## src/sv/pdiw_pkg.sv

```systemverilog
// Shared constants and types for the PID deadband/integral-window unit.
// No dependencies; imported by the top level and its checker.
`timescale 1ns / 1ps
`default_nettype none

package pdiw_pkg;

	localparam int DATA_WIDTH_DEF = 16;
	localparam int FRAC_BITS_DEF  = 8;

	localparam int GAIN_W        = 16;
	localparam int DB_W          = 15;
	localparam int SUM_W         = 32;
	localparam int DRIVE_W       = 32;
	localparam int WINDOW_FACTOR = 6;

	localparam int APB_DATA_W = 32;
	localparam int APB_ADDR_W = 4;

	typedef enum logic [1:0] {
		REG_KP       = 2'd0,
		REG_KI       = 2'd1,
		REG_KD       = 2'd2,
		REG_DEADBAND = 2'd3
	} reg_idx_t;

endpackage

`default_nettype wire

```

## src/sv/pid_deadband_integral_window_unit.sv

```systemverilog
// Inputs pass through registered stages 1 to 4. Throughput: one transaction
// per cycle when not stalled; the integral and last error update in stage 2, a single
// 32-bit add and saturate, so back-to-back samples see each other's state.
// Reset: arst_n clears gains, deadband, integral sum, last error and all stage valids.
// Any empty stage lets input transactions in while a result waits at the output.
// Depends on pdiw_pkg.
`timescale 1ns / 1ps
`default_nettype none

module pid_deadband_integral_window_unit #(
	parameter int DATA_WIDTH = pdiw_pkg::DATA_WIDTH_DEF,
	parameter int FRAC_BITS  = pdiw_pkg::FRAC_BITS_DEF,
	localparam int IN_TDATA_W = ((2 * DATA_WIDTH + 7) / 8) * 8
) (
	input  wire logic                            clk,
	input  wire logic                            arst_n,
	// s_tdata: setpoint [DATA_WIDTH-1:0], measurement [2*DATA_WIDTH-1:DATA_WIDTH], zero pad
	input  wire logic                            s_tvalid,
	output logic                                 s_tready,
	input  wire logic [IN_TDATA_W-1:0]           s_tdata,
	// m_tdata: drive [31:0]
	output logic                                 m_tvalid,
	input  wire logic                            m_tready,
	output logic [pdiw_pkg::DRIVE_W-1:0]         m_tdata,
	input  wire logic                            psel,
	input  wire logic                            penable,
	input  wire logic                            pwrite,
	input  wire logic [pdiw_pkg::APB_ADDR_W-1:0] paddr,
	input  wire logic [pdiw_pkg::APB_DATA_W-1:0] pwdata,
	output logic [pdiw_pkg::APB_DATA_W-1:0]      prdata,
	output logic                                 pready
);
	import pdiw_pkg::*;

	localparam int ERR_W   = DATA_WIDTH + 1;
	localparam int WIN_W   = DB_W + 3;
	localparam int CMP_W   = ((ERR_W > WIN_W) ? ERR_W : WIN_W) + 1;
	localparam int ACC_W   = ((ERR_W > SUM_W) ? ERR_W : SUM_W) + 1;
	localparam int DER_W   = DATA_WIDTH + 2;
	localparam int PP_W    = GAIN_W + ERR_W;
	localparam int PI_W    = GAIN_W + SUM_W;
	localparam int PD_W    = GAIN_W + DER_W;
	localparam int PMAX_A  = (PP_W > PI_W) ? PP_W : PI_W;
	localparam int PMAX_W  = (PMAX_A > PD_W) ? PMAX_A : PD_W;
	localparam int DACC_W  = PMAX_W + 2;

	// configuration
	logic [GAIN_W-1:0] kp_q, ki_q, kd_q;
	logic [DB_W-1:0]   deadband_q;
	reg_idx_t          cfg_idx;
	logic              cfg_wr;

	assign pready  = 1'b1;
	assign cfg_idx = reg_idx_t'(paddr[APB_ADDR_W-1:2]);
	assign cfg_wr  = psel & penable & pwrite & pready;

	always_ff @(posedge clk or negedge arst_n) begin
		if (!arst_n) begin
			kp_q       <= '0;
			ki_q       <= '0;
			kd_q       <= '0;
			deadband_q <= '0;
		end else if (cfg_wr) begin
			case (cfg_idx)
				REG_KP:       kp_q       <= pwdata[GAIN_W-1:0];
				REG_KI:       ki_q       <= pwdata[GAIN_W-1:0];
				REG_KD:       kd_q       <= pwdata[GAIN_W-1:0];
				REG_DEADBAND: deadband_q <= pwdata[DB_W-1:0];
				default:      ;
			endcase
		end
	end

	always_comb begin
		case (cfg_idx)
			REG_KP:       prdata = APB_DATA_W'(kp_q);
			REG_KI:       prdata = APB_DATA_W'(ki_q);
			REG_KD:       prdata = APB_DATA_W'(kd_q);
			REG_DEADBAND: prdata = APB_DATA_W'(deadband_q);
			default:      prdata = '0;
		endcase
	end

	// flow control
	logic valid_s1, valid_s2, valid_s3, valid_s4;
	logic adv2, adv3, adv4;

	assign adv4     = !valid_s4 || m_tready;
	assign adv3     = !valid_s3 || adv4;
	assign adv2     = !valid_s2 || adv3;
	assign s_tready = !valid_s1 || adv2;

	always_ff @(posedge clk or negedge arst_n) begin
		if (!arst_n) begin
			valid_s1 <= 1'b0;
			valid_s2 <= 1'b0;
			valid_s3 <= 1'b0;
			valid_s4 <= 1'b0;
		end else begin
			if (s_tready) valid_s1 <= s_tvalid;
			if (adv2)     valid_s2 <= valid_s1;
			if (adv3)     valid_s3 <= valid_s2;
			if (adv4)     valid_s4 <= valid_s3;
		end
	end

	// stage 1: error and window flags
	logic signed [DATA_WIDTH-1:0] sp_c, meas_c;
	logic signed [ERR_W-1:0]      err_c;
	logic signed [CMP_W-1:0]      err_x, db_x, win_x;
	logic signed [ERR_W-1:0]      err_s1;
	logic                         in_db_s1, in_win_s1;

	assign sp_c   = s_tdata[DATA_WIDTH-1:0];
	assign meas_c = s_tdata[2*DATA_WIDTH-1:DATA_WIDTH];
	assign err_c  = ERR_W'(sp_c) - ERR_W'(meas_c);
	assign err_x  = CMP_W'(err_c);
	assign db_x   = CMP_W'(deadband_q);
	assign win_x  = CMP_W'({deadband_q, 2'b00}) + CMP_W'({deadband_q, 1'b0});

	always_ff @(posedge clk) begin
		if (s_tvalid && s_tready) begin
			err_s1    <= err_c;
			in_db_s1  <= (err_x < db_x) && (err_x > -db_x);
			in_win_s1 <= (err_x < win_x) && (err_x > -win_x);
		end
	end

	// stage 2: integral and derivative state
	logic signed [SUM_W-1:0] sum_q;
	logic signed [ERR_W-1:0] prev_q;
	logic signed [ACC_W-1:0] acc_c;
	logic signed [SUM_W-1:0] acc_sat_c, sum_nxt_c;
	logic signed [ERR_W-1:0] err_eff_c, prev_eff_c;
	logic                    acc_ovf_c;
	logic signed [ERR_W-1:0] err_s2;
	logic signed [SUM_W-1:0] sum_s2;
	logic signed [DER_W-1:0] der_s2;
	logic                    take2;

	assign take2      = valid_s1 && adv2;
	assign acc_c      = ACC_W'(sum_q) + ACC_W'(err_s1);
	assign acc_ovf_c  = !((&acc_c[ACC_W-1:SUM_W-1]) || !(|acc_c[ACC_W-1:SUM_W-1]));
	assign acc_sat_c  = !acc_ovf_c ? acc_c[SUM_W-1:0] :
		acc_c[ACC_W-1] ? {1'b1, {(SUM_W-1){1'b0}}} : {1'b0, {(SUM_W-1){1'b1}}};
	assign sum_nxt_c  = (in_db_s1 || !in_win_s1) ? '0 : acc_sat_c;
	assign err_eff_c  = in_db_s1 ? '0 : err_s1;
	assign prev_eff_c = in_db_s1 ? '0 : prev_q;

	always_ff @(posedge clk or negedge arst_n) begin
		if (!arst_n) begin
			sum_q  <= '0;
			prev_q <= '0;
		end else if (take2) begin
			sum_q  <= sum_nxt_c;
			prev_q <= err_eff_c;
		end
	end

	always_ff @(posedge clk) begin
		if (take2) begin
			err_s2 <= err_eff_c;
			sum_s2 <= sum_nxt_c;
			der_s2 <= DER_W'(err_eff_c) - DER_W'(prev_eff_c);
		end
	end

	// stage 3: gain products
	logic signed [PP_W-1:0] prod_p_s3;
	logic signed [PI_W-1:0] prod_i_s3;
	logic signed [PD_W-1:0] prod_d_s3;

	always_ff @(posedge clk) begin
		if (valid_s2 && adv3) begin
			prod_p_s3 <= $signed(kp_q) * err_s2;
			prod_i_s3 <= $signed(ki_q) * sum_s2;
			prod_d_s3 <= $signed(kd_q) * der_s2;
		end
	end

	// stage 4: scale, combine, saturate
	logic signed [DACC_W-1:0]  dacc_c;
	logic                      dovf_c;
	logic signed [DRIVE_W-1:0] drive_c;
	logic [DRIVE_W-1:0]        drive_s4;

	assign dacc_c  = DACC_W'(prod_p_s3 >>> FRAC_BITS) + DACC_W'(prod_i_s3 >>> FRAC_BITS)
		+ DACC_W'(prod_d_s3 >>> FRAC_BITS);
	assign dovf_c  = !((&dacc_c[DACC_W-1:DRIVE_W-1]) || !(|dacc_c[DACC_W-1:DRIVE_W-1]));
	assign drive_c = !dovf_c ? dacc_c[DRIVE_W-1:0] :
		dacc_c[DACC_W-1] ? {1'b1, {(DRIVE_W-1){1'b0}}} : {1'b0, {(DRIVE_W-1){1'b1}}};

	always_ff @(posedge clk) begin
		if (valid_s3 && adv4) begin
			drive_s4 <= drive_c;
		end
	end

	assign m_tvalid = valid_s4;
	assign m_tdata  = drive_s4;

endmodule

`default_nettype wire

```

## config.mk

```make
export PLATFORM = sky130hd
export DESIGN_NAME = pid_deadband_integral_window_unit
export DESIGN_NICKNAME = d
export VERILOG_FILES = /design/src/sv/pdiw_pkg.sv /design/src/sv/pid_deadband_integral_window_unit.sv
export SDC_FILE = /design/constraint.sdc
export NUM_CORES = 2
export LEC_CHECK = 0
export BUFFER_PORTS_ARGS = -buffer_cell sky130_fd_sc_hd__buf_4
export CAP_MARGIN = 20
export CORE_MARGIN = 10
export CORE_UTILIZATION = 60
export DETAILED_ROUTE_END_ITERATION = 8
export HOLD_SLACK_MARGIN = 0.03
export PLACE_DENSITY = 0.85
export SLEW_MARGIN = 30
export SYNTH_ARGS = -nofsm -noshare
export SYNTH_HDL_FRONTEND = slang
export SYNTH_SLANG_ARGS = --single-unit
```

## constraint.sdc

```tcl
create_clock -name clk -period 9.2 [get_ports clk]
set_clock_uncertainty 0.05 [all_clocks]
set_input_delay 1.84 -clock clk [delete_from_list [all_inputs] [get_ports clk]]
set_output_delay 1.84 -clock clk [all_outputs]
set_load 0.1 [all_outputs]
```

==> reports/metrics.yaml <==
final_cells: 7236
ys.flop_type: "edfxtp_1"
fin_setup_tns_ps: 0
ys_ff_latch: 325
syn_inst: 5979
wl_per_cell_um: 19.9
grt_max_degree: 71
clock_latency_ps: 580
syn_avg_cell_area_um2: 9.71
finalNetCount: 7579
drt-pass1-iter-count: 6
yosys_warnings: 0
synth.top_cell.area_share_pct: 37.7
cp_cell_sequence: "nand2_1 -> fa_1 -> inv_1 -> fa_1 -> fa_1 -> inv_1 -> fa_1 -> inv_1 -> fa_1 -> inv_1 -> fa_1 -> inv_1 -> ha_1 -> nand2_1 -> nor2_1 -> nand2_1 -> nor3_1 -> o21ai_0 -> a21boi_0 -> o21a_1 -> o21a_1 -> nand4_1 -> a21boi_0 -> xor2_1"
start_kind: "register"
die_h_um: 331
crit_path_frequent_cell: "fa_1"
crit_slowest_cell: "dfrtp_1"
vias: 41600
synth_edf_count: 209
cts_buffers: 38
yosysMostFrequentCell: "inv_1"
ios: 142
drt_wl_total_um: 144000
post-cts-setup-buffer-count: 0
start_util_pct: 60.3
worstPathArrival_ps: 7930
status: "complete, no violations"
grt_pass1_vias: 46400
overflow: 0
ant_nets: 0
slew_headroom_pct: 30.9
yosysSeqAreaShare_pct: 15.8
required_ps: 9440
synth.distinct_cells: 87
grt_busiest_layer: "met2"
crit_path_start: "kp_q[1]$_DFFE_PN0P_"
critPathKind: "reg -> reg"
r2r_start: "kp_q[1]$_DFFE_PN0P_"
hold_viol_final: 0
root_buffer: "clkbuf_16"
die_w_um: 331
fin_crit_ps: 7680
hpwl_um: 114000
die_area_mm2: 0.110
clock.fmax_ghz: 0.130
syn_to_final_growth_pct: 5.12
antenna_found_initial: 2
drive_gt1_share_pct: 5.79
grt_pass1_wl_um: 238000
row_count: 114
routed_via_density: 5.75
rsz0062_at_grt: "no"
cts_hold_buffers: 0
cts_max_level: 2
drc_errors: 0
cts_sinks: 325
cap_violations: 0
cts_tree: "yes"
slowest_delay_ps: 900
async_flop_share_pct: 35.7
portBuffers: 106
setup_viol: 0
synth.largest_area_cell: "fa_1"
cts_resized: 0
grt_use_met2_pct: 45.5
core_mm2: 0.0963
critPathBufInv: 5
slew_viol_final: 0
fin_crit_sh_pct: 83.5
yosys-top-cells-count: "1269 x inv_1, 1094 x fa_1, 703 x nand2_1"
synth_area_leaders: "fa_1 38%, edfxtp_1 11%, ha_1 10%"
tightest_slew_ps: 1040
placed_cells: 7168
met1_usage_pct: 32.8
gr-usage-met3_pct: 6.15
insertedDiodeCount: 0
syn_area_mm2: 0.0580
critPathCaptureType: "register"
critPathMaxFanout: 19
drt_iter0_drc: 3131
holdCritStartpoint: "prev_q[0]$_DFFE_PN0P_"
routabilityCongestion: 0.925
hold_class: "reg -> reg"
cp_top_family: "adder cells"
cts_max_path_buffers: 3
clk_pin_slew_ps: 60
track_usage_pct: 27.3
[layout make-up]
cell class	instances	area (um2)
fill	7317	35300
sequential	325	9180
multi-input combinational	4156	43200
timing repair buffer	140	1060
clock inverter	19	191
inverter	1271	4770
tap	1276	1600
clock buffer	49	1040
[sequential cells by signal (all words and copies together) (netlist names), 15 cells and up]
| signal | flops |
|---|---|
| err_s1 | 17 |
| kp_q | 16 |
| prod_p_s3 | 25 |
| m_tdata | 32 |
| deadband_q | 15 |
| ki_q | 16 |
| der_s2 | 18 |
| sum_q | 32 |
| err_s2 | 17 |
| kd_q | 16 |
| prod_d_s3 | 26 |
| prod_i_s3 | 40 |
| sum_s2 | 32 |
| prev_q | 17 |
[metrics by stage]
stage / hold WS, ps / setup WS, ps / util, % / cell area, um2
floorplan: 392 / 2310 / - / 58100
global placement: 404 / 1840 / 62.0 / 59700
detailed placement: 414 / 1580 / 62.1 / 59800
CTS: 426 / 1600 / 63.4 / 61000
global route: 461 / 1190 / 63.4 / 61000
finish: 429 / 1520 / 63.4 / 61000
[routing by layer]
layer	up-vias	wire (um)	part of all wire [%]
li1	18300	-	-
met1	20800	53200	37
met2	1996	68500	47
met3	526	13400	9.3
met4	4	9160	6.3
met5	-	29	0.020
[tightest hold or removal path, stage by stage, from the launching register on]
cell and delay (ps):
dfrtp_1 340, nand2_1 40, o21ai_0 60
[cell usage in the layout, fill, tap and decap left out, drive strengths merged, types with 9 or more instances in the layout]
master  instances
nor2b          46
a211oi         14
fa           1094
inv          1275
nor4            9
clkinv         11
xnor2         157
nand2b         66
a21boi         10
and3           26
a21oi         174
dfrtp         116
and2          433
mux2           78
ha            478
edfxtp        209
xor2           69
nor2          198
nand3          40
a21o           83
buf           140
mux4           15
o21ai         147
nand4          28
o21bai         27
nand2         704
nor3           45
conb           17
clkbuf         49
o21a           54
a31oi          19
[path summary, 6_finish.rpt]
check                      depth (start not counted)                       to  slack, ps
max                                               24  prod_p_s3[31]$_DFFE_PP_       1520
min                                                2    prev_q[0]$_DFFE_PN0P_        430
max reg2reg                                       24  prod_p_s3[31]$_DFFE_PP_       1520
min reg2reg                                        2    prev_q[0]$_DFFE_PN0P_        430
max in group asynchronous                          2      ki_q[4]$_DFFE_PN0P_       6450
min in group asynchronous                          1    sum_q[28]$_DFFE_PN0P_       1260
[logic make-up (layout without fill, tap and decap cells)]
kind of cell | Yosys count | after routing | share of synthesized area, %
xor gates and xnor gates | 226 | 226 | 3.44
buffers and inverters | 1513 | 1479 | 9.97
muxes | 95 | 95 | 2.13
other | 2 | 17 | 0.0129
and+or+nand+nor | 1629 | 1629 | 13.6
adders and majority gates | 1572 | 1572 | 48.0
AOI/OAI and AO/OA | 617 | 617 | 6.99
DFF | 325 | 325 | 15.8
Power is not shown: default switching activity piles up to over one toggle a cycle in this logic, so the estimate is an artifact.
